## config.mk

```make
export PLATFORM = sky130hd
export DESIGN_NAME = dot_star_pattern_matcher_core
export DESIGN_NICKNAME = d
export VERILOG_FILES = /design/src/design/dsm_pkg.sv /design/src/design/dsm_cell_unit.sv /design/src/design/dot_star_pattern_matcher_core.sv
export SDC_FILE = /design/constraint.sdc
export NUM_CORES = 1
export LEC_CHECK = 0
export ABC_AREA = 0
export ABC_CLOCK_PERIOD_IN_PS = 4300
export CAP_MARGIN = 20
export CORE_MARGIN = 10
export CORE_UTILIZATION = 64
export DETAILED_ROUTE_END_ITERATION = 12
export DONT_BUFFER_PORTS = 1
export PLACE_DENSITY = 0.77
export SLEW_MARGIN = 25
export SYNTH_ARGS = -nofsm -noshare
export SYNTH_HDL_FRONTEND = slang
export SYNTH_SLANG_ARGS = --single-unit
```

## constraint.sdc

```tcl
create_clock -name clock -period 4.3 [get_ports clock]
set_input_delay 0.645 -clock clock [delete_from_list [all_inputs] [get_ports clock]]
set_output_delay 0.645 -clock clock [all_outputs]
set_load 0.01 [all_outputs]
```

## src/design/dsm_pkg.sv

```systemverilog
// Shared types and constants for the dot-star pattern matcher.
// No dependencies; used by dsm_cell_unit and dot_star_pattern_matcher_core.
package dsm_pkg;

   localparam int DEFAULT_MAX_PATTERN = 32;

   localparam logic [7:0] CHAR_STAR = 8'h2A;
   localparam logic [7:0] CHAR_DOT  = 8'h2E;
   localparam logic [7:0] CHAR_A    = 8'h61;
   localparam logic [7:0] CHAR_Z    = 8'h7A;

   typedef enum logic [1:0] {
      KIND_CLEAR  = 2'd0,
      KIND_APPEND = 2'd1,
      KIND_TEXT   = 2'd2,
      KIND_END    = 2'd3
   } kind_type;

   typedef struct packed {
      kind_type   kind;
      logic [7:0] symbol;
   } req_type;

   typedef struct packed {
      logic matched;
      logic pattern_overflow;
   } rsp_type;

   // Operands of one evaluation of the match recurrence at pattern position j.
   typedef struct packed {
      logic [7:0] pat_char;    // pattern character j-1
      logic [7:0] prev_char;   // pattern character j-2
      logic [7:0] text_char;
      logic       first_pos;   // j == 1
      logic       old_jm1;     // previous row, bit j-1
      logic       old_j;       // previous row, bit j
      logic       new_jm2;     // new row, bit j-2
   } cell_in_type;

endpackage

```

## src/design/dsm_cell_unit.sv

```systemverilog
// Evaluates one position of the dot-star match recurrence.
// Depends on dsm_pkg for the operand struct and character constants.
module dsm_cell_unit (
   input  dsm_pkg::cell_in_type cell_in,
   output logic                 next_bit
);

   logic pat_letter;
   logic prev_elem_match;

   always_comb begin
      pat_letter = cell_in.pat_char inside {[dsm_pkg::CHAR_A:dsm_pkg::CHAR_Z]};
      prev_elem_match = (cell_in.prev_char == dsm_pkg::CHAR_DOT) ||
                        ((cell_in.prev_char inside {[dsm_pkg::CHAR_A:dsm_pkg::CHAR_Z]}) &&
                         (cell_in.prev_char == cell_in.text_char));
      if (cell_in.pat_char == dsm_pkg::CHAR_DOT) begin
         next_bit = cell_in.old_jm1;
      end else if (pat_letter) begin
         next_bit = (cell_in.pat_char == cell_in.text_char) && cell_in.old_jm1;
      end else if ((cell_in.pat_char == dsm_pkg::CHAR_STAR) && !cell_in.first_pos) begin
         next_bit = cell_in.new_jm2 || (cell_in.old_j && prev_elem_match);
      end else begin
         next_bit = 1'b0;
      end
   end

endmodule

```

## src/design/dot_star_pattern_matcher_core.sv

```systemverilog
// Top level of the dot-star pattern matcher: sequencer, pattern memory and match rows.
// Depends on dsm_pkg and dsm_cell_unit.
//
//   channel | direction | payload         | handshake
//   req     | in        | dsm_pkg::req_type | req_valid / req_ready
//   rsp     | out       | dsm_pkg::rsp_type | rsp_valid / rsp_ready
//
// Clear, append and end-of-text transfers are handled in the idle state. A text
// character starts a sweep over positions 1..L, L being the stored pattern length
// (at most MAX_PATTERN), with no request taken: the single evaluation unit visits one
// pattern position per cycle, fed by the pattern memory's one registered read port.
// Reset is synchronous and leaves an empty pattern; no clearing pass is needed.
// Requests are taken whenever idle, end-of-text only if no result waits on rsp_ready.
module dot_star_pattern_matcher_core #(
   parameter int MAX_PATTERN = dsm_pkg::DEFAULT_MAX_PATTERN
) (
   input  logic             clock,
   input  logic             reset,
   input  logic             req_valid,
   output logic             req_ready,
   input  dsm_pkg::req_type req_payload,
   output logic             rsp_valid,
   input  logic             rsp_ready,
   output dsm_pkg::rsp_type rsp_payload
);

   localparam int ROW = MAX_PATTERN + 1;
   localparam int LW  = $clog2(MAX_PATTERN + 1);
   localparam int AW  = $clog2(MAX_PATTERN);

   typedef enum logic {ST_IDLE, ST_SWEEP} state_type;

   // Sequencer and row state.
   state_type        state_ff, state_in;
   logic [LW-1:0]    pos_ff, pos_in;          // pattern position being evaluated
   logic [LW-1:0]    len_ff, len_in;
   logic             ovf_ff, ovf_in;
   logic [ROW-1:0]   empty_ff, empty_in;      // match row for the empty text
   logic [ROW-1:0]   row_ff, row_in;          // match row for the text so far
   logic             old_prev_ff, old_prev_in; // old row bit j-1, saved before overwrite
   logic             new1_ff, new1_in;        // new row bit j-1
   logic             new2_ff, new2_in;        // new row bit j-2
   logic [7:0]       prev_char_ff, prev_char_in;
   logic [7:0]       sym_ff, sym_in;
   logic             rsp_valid_ff, rsp_valid_in;
   dsm_pkg::rsp_type rsp_data_ff, rsp_data_in;

   // Pattern memory with a registered read port.
   logic [7:0]       pattern_mem [MAX_PATTERN];
   logic [7:0]       rd_data_ff;
   logic [AW-1:0]    rd_addr;
   logic             mem_we;

   logic             req_fire;
   logic [LW-1:0]    len_plus;
   dsm_pkg::cell_in_type cell_in;
   logic             cell_next;

   assign req_ready = (state_ff == ST_IDLE) &&
                      ((req_payload.kind != dsm_pkg::KIND_END) || !rsp_valid_ff || rsp_ready);
   assign req_fire  = req_valid && req_ready;
   assign len_plus  = len_ff + LW'(1);
   assign rsp_valid   = rsp_valid_ff;
   assign rsp_payload = rsp_data_ff;

   // While idle the memory keeps position zero ready, so a text transfer finds
   // the first pattern character registered when the sweep starts.
   assign rd_addr = (state_ff == ST_SWEEP) ? pos_ff[AW-1:0] : '0;
   assign mem_we  = req_fire && (req_payload.kind == dsm_pkg::KIND_APPEND) &&
                    (len_ff < LW'(MAX_PATTERN));

   always_ff @(posedge clock) begin
      if (mem_we) begin
         pattern_mem[len_ff[AW-1:0]] <= req_payload.symbol;
      end
      rd_data_ff <= pattern_mem[rd_addr];
   end

   // The one evaluation unit serves both the sweep over a text character and the
   // empty-text bit of a newly appended character. For the latter both old-row
   // bits are zero, so only a star can set it, through the bit two positions back.
   always_comb begin
      if (state_ff == ST_SWEEP) begin
         cell_in.pat_char  = rd_data_ff;
         cell_in.prev_char = prev_char_ff;
         cell_in.text_char = sym_ff;
         cell_in.first_pos = (pos_ff == LW'(1));
         cell_in.old_jm1   = old_prev_ff;
         cell_in.old_j     = row_ff[pos_ff];
         cell_in.new_jm2   = new2_ff;
      end else begin
         cell_in.pat_char  = req_payload.symbol;
         cell_in.prev_char = '0;
         cell_in.text_char = '0;
         cell_in.first_pos = (len_ff == '0);
         cell_in.old_jm1   = 1'b0;
         cell_in.old_j     = 1'b0;
         cell_in.new_jm2   = (len_ff != '0) ? empty_ff[len_ff - LW'(1)] : 1'b0;
      end
   end

   dsm_cell_unit u_cell (
      .cell_in  (cell_in),
      .next_bit (cell_next)
   );

   always_comb begin
      state_in     = state_ff;
      pos_in       = pos_ff;
      len_in       = len_ff;
      ovf_in       = ovf_ff;
      empty_in     = empty_ff;
      row_in       = row_ff;
      old_prev_in  = old_prev_ff;
      new1_in      = new1_ff;
      new2_in      = new2_ff;
      prev_char_in = prev_char_ff;
      sym_in       = sym_ff;
      rsp_valid_in = rsp_valid_ff && !rsp_ready;
      rsp_data_in  = rsp_data_ff;
      case (state_ff)
         ST_IDLE: begin
            if (req_fire) begin
               case (req_payload.kind)
                  dsm_pkg::KIND_CLEAR: begin
                     len_in   = '0;
                     ovf_in   = 1'b0;
                     empty_in = ROW'(1);
                     row_in   = ROW'(1);
                  end
                  dsm_pkg::KIND_APPEND: begin
                     // Appending restarts any text in progress.
                     if (len_ff < LW'(MAX_PATTERN)) begin
                        len_in = len_plus;
                        empty_in[len_plus] = cell_next;
                        row_in = empty_in;
                     end else begin
                        ovf_in = 1'b1;
                        row_in = empty_ff;
                     end
                  end
                  dsm_pkg::KIND_TEXT: begin
                     // Bit zero never survives a character; the sweep fills 1..L.
                     row_in[0]   = 1'b0;
                     old_prev_in = row_ff[0];
                     new1_in     = 1'b0;
                     sym_in      = req_payload.symbol;
                     pos_in      = LW'(1);
                     if (len_ff != '0) begin
                        state_in = ST_SWEEP;
                     end
                  end
                  dsm_pkg::KIND_END: begin
                     rsp_valid_in                 = 1'b1;
                     rsp_data_in.matched          = row_ff[len_ff];
                     rsp_data_in.pattern_overflow = ovf_ff;
                     row_in                       = empty_ff;
                  end
                  default: begin
                  end
               endcase
            end
         end
         ST_SWEEP: begin
            row_in[pos_ff] = cell_next;
            old_prev_in    = row_ff[pos_ff];
            new2_in        = new1_ff;
            new1_in        = cell_next;
            prev_char_in   = rd_data_ff;
            pos_in         = pos_ff + LW'(1);
            if (pos_ff == len_ff) begin
               state_in = ST_IDLE;
            end
         end
         default: begin
            state_in = ST_IDLE;
         end
      endcase
   end

   always_ff @(posedge clock) begin
      if (reset) begin
         state_ff     <= ST_IDLE;
         len_ff       <= '0;
         ovf_ff       <= 1'b0;
         empty_ff     <= ROW'(1);
         row_ff       <= ROW'(1);
         rsp_valid_ff <= 1'b0;
      end else begin
         state_ff     <= state_in;
         len_ff       <= len_in;
         ovf_ff       <= ovf_in;
         empty_ff     <= empty_in;
         row_ff       <= row_in;
         rsp_valid_ff <= rsp_valid_in;
      end
      pos_ff       <= pos_in;
      old_prev_ff  <= old_prev_in;
      new1_ff      <= new1_in;
      new2_ff      <= new2_in;
      prev_char_ff <= prev_char_in;
      sym_ff       <= sym_in;
      rsp_data_ff  <= rsp_data_in;
   end

   // The sweep never visits a position outside the stored pattern.
   a_sweep_in_range: assert property (@(posedge clock) disable iff (reset)
      (state_ff == ST_SWEEP) |-> ((pos_ff >= LW'(1)) && (pos_ff <= len_ff)))
      else $error("sweep position outside stored pattern");

   // The stored length never exceeds the pattern capacity.
   a_len_bound: assert property (@(posedge clock) disable iff (reset)
      len_ff <= LW'(MAX_PATTERN))
      else $error("pattern length beyond capacity");

   // A new result appears only right after an end-of-text transfer.
   a_rsp_from_end: assert property (@(posedge clock) disable iff (reset)
      (rsp_valid_ff && !$past(rsp_valid_ff && !rsp_ready)) |->
      $past(req_fire && (req_payload.kind == dsm_pkg::KIND_END)))
      else $error("result without end-of-text transfer");

   // The empty pattern always matches the empty text.
   a_empty_bit0: assert property (@(posedge clock) disable iff (reset)
      empty_ff[0])
      else $error("empty-text row lost bit zero");

endmodule
```

==> results of run 1 <==
==> layer usage <==
metal  share of wire (%)  wire (µm)  global-route usage (%)  vias to the layer above
met2                  45      21300                    41.2                      870
met4                 3.3       1590                    10.2                        0
met3                  12       5670                    4.90                      129
li1                    -          -                       -                     5589
met1                  40      18900                    40.9                     6155
met5                   0          0                       0                        -
==> final cells by class <==
class | count | share of cell area (%)
Sequential cell | 366 | 53.5
Timing Repair Buffer | 73 | 3.08
Inverter | 31 | 0.613
Multi-Input combinational cell | 963 | 34.4
Clock inverter | 19 | 0.935
Clock buffer | 45 | 5.19
Tap cell | 341 | 2.25
==> cells by family after synthesis <==
family | count (synthesis)
adders and majority gates | 11
muxes | 77
DFF | 366
xor gates and xnor gates | 28
AOI/OAI and AO/OA | 411
buffers and inverters | 142
and+or+nand+nor | 436
==> registers in the layout (all words and copies together), names as in the netlist, 2 cells and up <==
signal        count
empty_ff         33
rd_data_ff        8
row_ff           33
len_ff            6
pos_ff            6
pattern_mem     256
sym_ff            8
rsp_payload       2
prev_char_ff      8
==> cell usage in the layout (no fill, tap or decap), types with 22 or more instances in the layout <==
cell type    n
clkbuf_16   37
buf_4       70
o21ai_0    107
nor3_1      35
nand2_1    124
nand3_1     51
a21oi_1    145
edfxtp_1   283
nand3b_1    35
nor2_1     107
mux2i_1     22
dfxtp_1     82
inv_1       29
o31ai_1     27
mux4_2      48
==> worst max path at each step <==
| stage | startpoint | to | slack (ps) |
|---|---|---|---|
| floorplan | len_ff[0]$_SDFFE_PP0P_ | empty_ff[19]$_SDFFE_PP0P_ | 820 |
| global placement | state_ff$_SDFF_PP0_ | row_ff[16]$_SDFFE_PP0P_ | 940 |
| detailed placement | state_ff$_SDFF_PP0_ | row_ff[25]$_SDFFE_PP0P_ | 830 |
| CTS | state_ff$_SDFF_PP0_ | row_ff[25]$_SDFFE_PP0P_ | 790 |
| global route | state_ff$_SDFF_PP0_ | row_ff[21]$_SDFFE_PP0P_ | 410 |
| finish | state_ff$_SDFF_PP0_ | row_ff[25]$_SDFFE_PP0P_ | 680 |
==> power groups by stage <==
stage	Sequential, mW	Combinational [mW]	Clock [mW]
after floorplan	3.90	0.178	0
after global placement	3.91	0.237	0
after detailed placement	3.91	0.241	0
after CTS	3.83	0.242	3.16
after global routing	3.83	0.266	3.28
final	3.84	0.248	3.14
==> per-stage QoR <==
stage,utilization [%],hold WS [ps]
after detailed placement,66.7,406
after global placement,66.7,401
after floorplan,-,400
after global routing,71.1,192
after CTS,71.1,183
final,71.1,209
==> worst register-to-register path, cell delays in order, from the launching register on <==
cell,delay (ps)
dfxtp_1,920
buf_4,300
nand2b_1,70
a21oi_1,120
o21ai_0,80
a221oi_1,520
o21ai_1,190
o311ai_4,590
buf_12,310
a21oi_1,130
o31ai_1,280
==> qor.csv, run 1 <==
stage,metric,value,unit
setup_path,Critical Path Stages,10,
sta,min Tclk post-route,3620,ps
setup_path,Crit path required time,4730,ps
yosys,"flops & latches, synth",366,
yosys,post-synthesis mux area share,7.99,%
yosys,Commonest cells post-synth,"edfxtp_1, a21oi_1, nand2_1",
pwr,sw frac,21.0,%
sta,final setup TNS,0,ps
yosys,"count leader, synth",edfxtp_1,
pwr,P_int,5.71,mW
drt,DRC viols,0,
yosys,Post-synth EDFFs,283,
finish,Storage cell area,10200,µm²
setup_path,startpoint types,register,
sta,unrepaired setup endpoints after global routing,false,
floorplan,Die Ht,184,µm
cts,Sink Count,366,
setup_path,Worst path slowest cell,dfxtp_1,
place,HPWL after detailed placement,30.0,mm
drt,Vias,12700,
drt,router iterations before antenna repair,5,
yosys,post-synth top area share,49.2,%
yosys,Synth Cell Area,17300,µm²
setup_path,crit path max fanout,44,
finish,layout cells sized above 1,14.6,%
hold_path,hold path cells,1,
floorplan,Die Width,184,µm
finish,Final Cell Area,19000,µm²
setup_path,"Cell Chain, Critical Path",buf_4 -> nand2b_1 -> a21oi_1 -> o21ai_0 -> a221oi_1 -> o21ai_1 -> o311ai_4 -> buf_12 -> a21oi_1 -> o31ai_1,
yosys,Synth Area in Simple Gates,12.7,%
cts,worst skew pair latency,530,ps
place,Post-DP Area,17800,µm²
pwr,Pwr per Cell Area,380,nW/µm²
place,placed instance count,1774,
pwr,clock power share,43.5,%
grt,initial antenna violation count,0,
sta,worst-margin pin slew,986,ps
setup_path,critical path endpoint category,register,
grt,first-pass GRT wire length,73.2,mm
sta,Final Hold Fails,0,
drt,vias per cell,6.93,
run_status,status,completed,
finish,filler instances,1801,
yosys,syn_area_per_cell,11.7,µm²
cts,CTS tree,yes,
drt,WL per Instance,25.8,µm
setup_path,CP dominant cell by count,a21oi_1,
yosys,sequential cell area fraction in the yosys report,58.8,%
sta,Rel. slew slack,34.3,%
sta,Setup Viol. Count Final,0,
hold_path,Hold Crit Class,in2reg,
drt,iteration-0 DRC count of the detailed router,2141,
cts,Root Buffer,clkbuf_16,
pwr,Gate power share,3.4,%
setup_path,Worst R2R Setup Slack,680,ps
cts,cts-stage hold buffer count,0,
sta,Clock Skew,13.7,ps
yosys,Compound-Gate Fraction of Synth Area,14.8,%
pwr,static leakage,6.26,nW
floorplan,core area,26700,µm²
grt,vias in the first global route,12200,
sta,Final period util,84.2,%
cts,PostCTS Resize Cnt,0,
pwr,Max rail drop VDD,0.000361,V
flow_run,max-cap violations,0,
cts,CTS buffer count,37,
yosys,Post-synth ARST share,0,%
yosys,Cell variety after synth,79,
setup_path,Crit Path Class,reg2reg,
finish,nets,1497,
grt,overall routing resource usage,28.0,%
sta,FMAX,276,MHz
yosys,synth top area cells,"edfxtp_1, dfxtp_1, mux4_2",
yosys,syn nets,1496,
place,PortBufs,0,
cts,"Reg clk slew, reported paths",70,ps
grt,largest net degree at the start of global routing,77,
floorplan,I/O pins,18,
setup_path,Critical Path Max Stage Delay,920,ps
setup_path,worst r2r src,state_ff$_SDFF_PP0_,
sta,setup slack after layout,678,ps
sta,"Slew Viols, Final",0,
hold_path,Hold EP,empty_ff[12]$_SDFFE_PP0P_,
grt,total grt overflow,0,
drt,Routed WL,47.5,mm
floorplan,die area,34000,µm²
place,Place WS,829,ps
pwr,Design Power,7.23,mW
floorplan,number of cell rows,60,
pwr,Reg power frac,53.1,%
yosys,post-synthesis cell count,1471,
yosys,cell type contributing the most total cell area after synthesis,edfxtp_1,
cts,H-Tree Level Count,2,
setup_path,CP arrival,4050,ps
finish,Layout area overhead,9.93,%
drt,Final ANT Viol Nets,0,
setup_path,reg2reg path depth,10,
cts,Max clock buf depth,3,
setup_path,WP buf/inv,2,
yosys,adder-cell share of the synthesized area,0.796,%
pwr,net switching power,1.51,mW
finish,footprint of the multi-input gates,6540,µm²
cts,Post-CTS Repair Setup Buffers,0,
yosys,Synthesis Warnings,0,
hold_path,hold path start,reset,
finish,Layout Cells excl Fill,1838,
setup_path,"CP delay by family, top",compound AO/OA/AOI/OAI gates,
yosys,largest family of logic cells by synthesized area,compound AO/OA/AOI/OAI gates,
finish,number of antenna repair diodes,0,
yosys,ys flop type,edfxtp_1,
setup_path,FF-to-FF End,row_ff[25]$_SDFFE_PP0P_,
place,placer congestion estimate,0.975,
yosys,xor and xnor fraction of the mapped netlist area,1.42,%
floorplan,initial core utilization,64.7,%
(Power assumes the default switching activity.)
==> run 2, diff against run 1 <==
Settings changed: ABC_CLOCK_PERIOD_IN_PS 4300 to 3100, CORE_UTILIZATION 64 to 58, PLACE_DENSITY 0.77 to 0.73.
Clock period 4.3 ns to 3.1 ns, I/O delays scaled along.
==> qor.csv, run 2 (synthesis results as in run 1) <==
stage,metric,value,unit
run_status,status,completed,
drt,DRC viols,0,
finish,max FFs per register,256,
cts,CTS buffer count,40,
finish,Layout area overhead,15.8,%
floorplan,Die Width,193,µm
floorplan,die area,37100,µm²
place,Post-DP Area,18400,µm²
grt,vias in the first global route,12500,
setup_path,startpoint types,register,
setup_path,Worst R2R Setup Slack,170,ps
setup_path,worst r2r src,len_ff[0]$_SDFFE_PP0P_,
pwr,static leakage,6.75,nW
grt,first-pass GRT wire length,75.5,mm
cts,H-Tree Level Count,2,
sta,Rel. slew slack,40.0,%
finish,Final Cell Area,20000,µm²
place,placed instance count,1876,
drt,vias per cell,6.69,
sta,unrepaired setup endpoints after global routing,false,
pwr,sw frac,22.2,%
drt,iteration-0 DRC count of the detailed router,2010,
setup_path,Worst Setup SP,len_ff[0]$_SDFFE_PP0P_,
cts,worst skew pair latency,560,ps
setup_path,Crit path required time,3560,ps
setup_path,FF-to-FF End,row_ff[5]$_SDFFE_PP0P_,
sta,worst-margin pin slew,900,ps
grt,largest net degree at the start of global routing,55,
setup_path,CP arrival,3390,ps
cts,Root Buffer,clkbuf_16,
pwr,Gate power share,4.2,%
cts,"Reg clk slew, reported paths",60,ps
sta,Final period util,94.5,%
setup_path,Critical Path Max Stage Delay,380,ps
setup_path,"Cell Chain, Critical Path",inv_1 -> ha_1 -> nor3b_2 -> xnor2_1 -> buf_4 -> mux2_2 -> a2bb2oi_1 -> nand4_1 -> o311ai_4 -> buf_12 -> buf_8 -> a21oi_1 -> o31ai_1,
sta,FMAX,341,MHz
sta,"Slew Viols, Final",0,
drt,Routed WL,49.9,mm
setup_path,reg2reg path depth,13,
finish,layout cells sized above 1,17.8,%
sta,Clock Skew,17.4,ps
finish,Layout Cells excl Fill,1979,
pwr,clock power share,44.5,%
setup_path,critical path endpoint category,register,
pwr,P_int,8.07,mW
floorplan,I/O pins,18,
cts,Sink Count,366,
setup_path,CP endpoint,row_ff[5]$_SDFFE_PP0P_,
setup_path,Crit Path Class,reg2reg,
flow_run,max-cap violations,0,
grt,total grt overflow,0,
pwr,Pwr per Cell Area,518,nW/µm²
setup_path,Critical Path Stages,13,
pwr,Design Power,10.4,mW
floorplan,core area,29500,µm²
pwr,net switching power,2.30,mW
hold_path,Hold Crit Class,in2reg,
pwr,Max rail drop VDD,0.000514,V
drt,router iterations before antenna repair,5,
cts,CTS tree,yes,
pwr,Reg power frac,51.3,%
sta,final setup TNS,0,ps
finish,"commonest non-fill, non-tap cell in the layout",edfxtp_1,
drt,Final ANT Viol Nets,0,
place,HPWL after detailed placement,30.9,mm
drt,WL per Instance,25.2,µm
place,placer congestion estimate,0.992,
setup_path,Worst path slowest cell,dfxtp_2,
drt,Vias,13200,
setup_path,WP buf/inv,4,
sta,min Tclk post-route,2930,ps
cts,Max clock buf depth,3,
finish,filler instances,2127,
finish,nets,1582,
setup_path,crit path max fanout,17,
sta,Setup Viol. Count Final,0,
grt,initial antenna violation count,2,
setup_path,"CP delay by family, top",compound AO/OA/AOI/OAI gates,
grt,overall routing resource usage,26.3,%
floorplan,Die Ht,193,µm
finish,number of antenna repair diodes,0,
sta,Final Hold Fails,0,
place,PortBufs,0,
floorplan,initial core utilization,58.6,%
floorplan,number of cell rows,63,
finish,most frequent cells in the layout,"edfxtp_1, a21oi_1, nand2_1",
==> run 2: cell count changes in the layout (fill, tap and decap cells not counted), sizes merged <==
| cell | delta |
|---|---|
| buf | +56 |
| dlygate4sd3 | +24 |
| clkbuf | +18 |
| clkinv | -6 |
| bufinv | -3 |
| clkinvlp | +2 |
| inv | +1 |
==> run 2: worst min-delay path by stage <==
stage | from | endpoint | depth (start not counted)
floorplan | new1_ff$_SDFFCE_PN0P_ | new2_ff$_DFFE_PP_ | 0
global placement | new1_ff$_SDFFCE_PN0P_ | new2_ff$_DFFE_PP_ | 0
detailed placement | new1_ff$_SDFFCE_PN0P_ | new2_ff$_DFFE_PP_ | 0
CTS | req_payload[0] | pattern_mem[20][0]$_DFFE_PP_ | 0
global route | req_payload[3] | pattern_mem[24][3]$_DFFE_PP_ | 0
finish | req_payload[7] | pattern_mem[1][7]$_DFFE_PP_ | 0
==> run 2: area by class of cell <==
cell class | instances | area (µm²) | area share [%]
inverter | 31 | 116 | 0.581
timing repair buffer | 155 | 1400 | 7.01
clock inverter | 13 | 106 | 0.531
clock buffer | 61 | 1160 | 5.80
sequential | 366 | 10200 | 50.8
tap | 390 | 488 | 2.44
multi-input combinational | 963 | 6580 | 32.9
==> run 2: power by group through the flow <==
stage          combinational, mW  sequential, mW  clock [mW]
2_1_floorplan              0.248            5.41           0
3_3_place_gp               0.348            5.42           0
3_5_place_dp               0.352            5.42           0
4_1_cts                    0.375            5.32        4.62
5_1_grt                    0.461            5.32        4.84
6_report                   0.435            5.32        4.61
==> run 2: per-layer routing <==
layer | track usage, % | vias up | wire [µm] | share of wire [%]
met2 | 39.5 | 926 | 22600 | 45
li1 | - | 5773 | - | -
met3 | 5.26 | 104 | 6010 | 12
met4 | 7.51 | 0 | 1200 | 2.4
met5 | 0 | - | 0 | 0
met1 | 38.1 | 6442 | 20100 | 40
==> run 2: through the flow <==
stage	worst slack, ps	hold slack, ps	util (%)
6_report	172	14.6	67.9
5_1_grt	12.7	-0.602	67.9
4_1_cts	36.1	0.00300	66.9
3_5_place_dp	-51.3	407	62.3
3_3_place_gp	56.9	402	62.3
2_1_floorplan	21.7	400	-
==> run 2: timing repair <==
item	CTS	global route
endpoints found under the setup margin	8	32
gates cloned	0	2
hold endpoints to repair	19	66
pin swaps	0	3
resized for setup	2	11
setup buffers	1	2
hold buffers	6	18
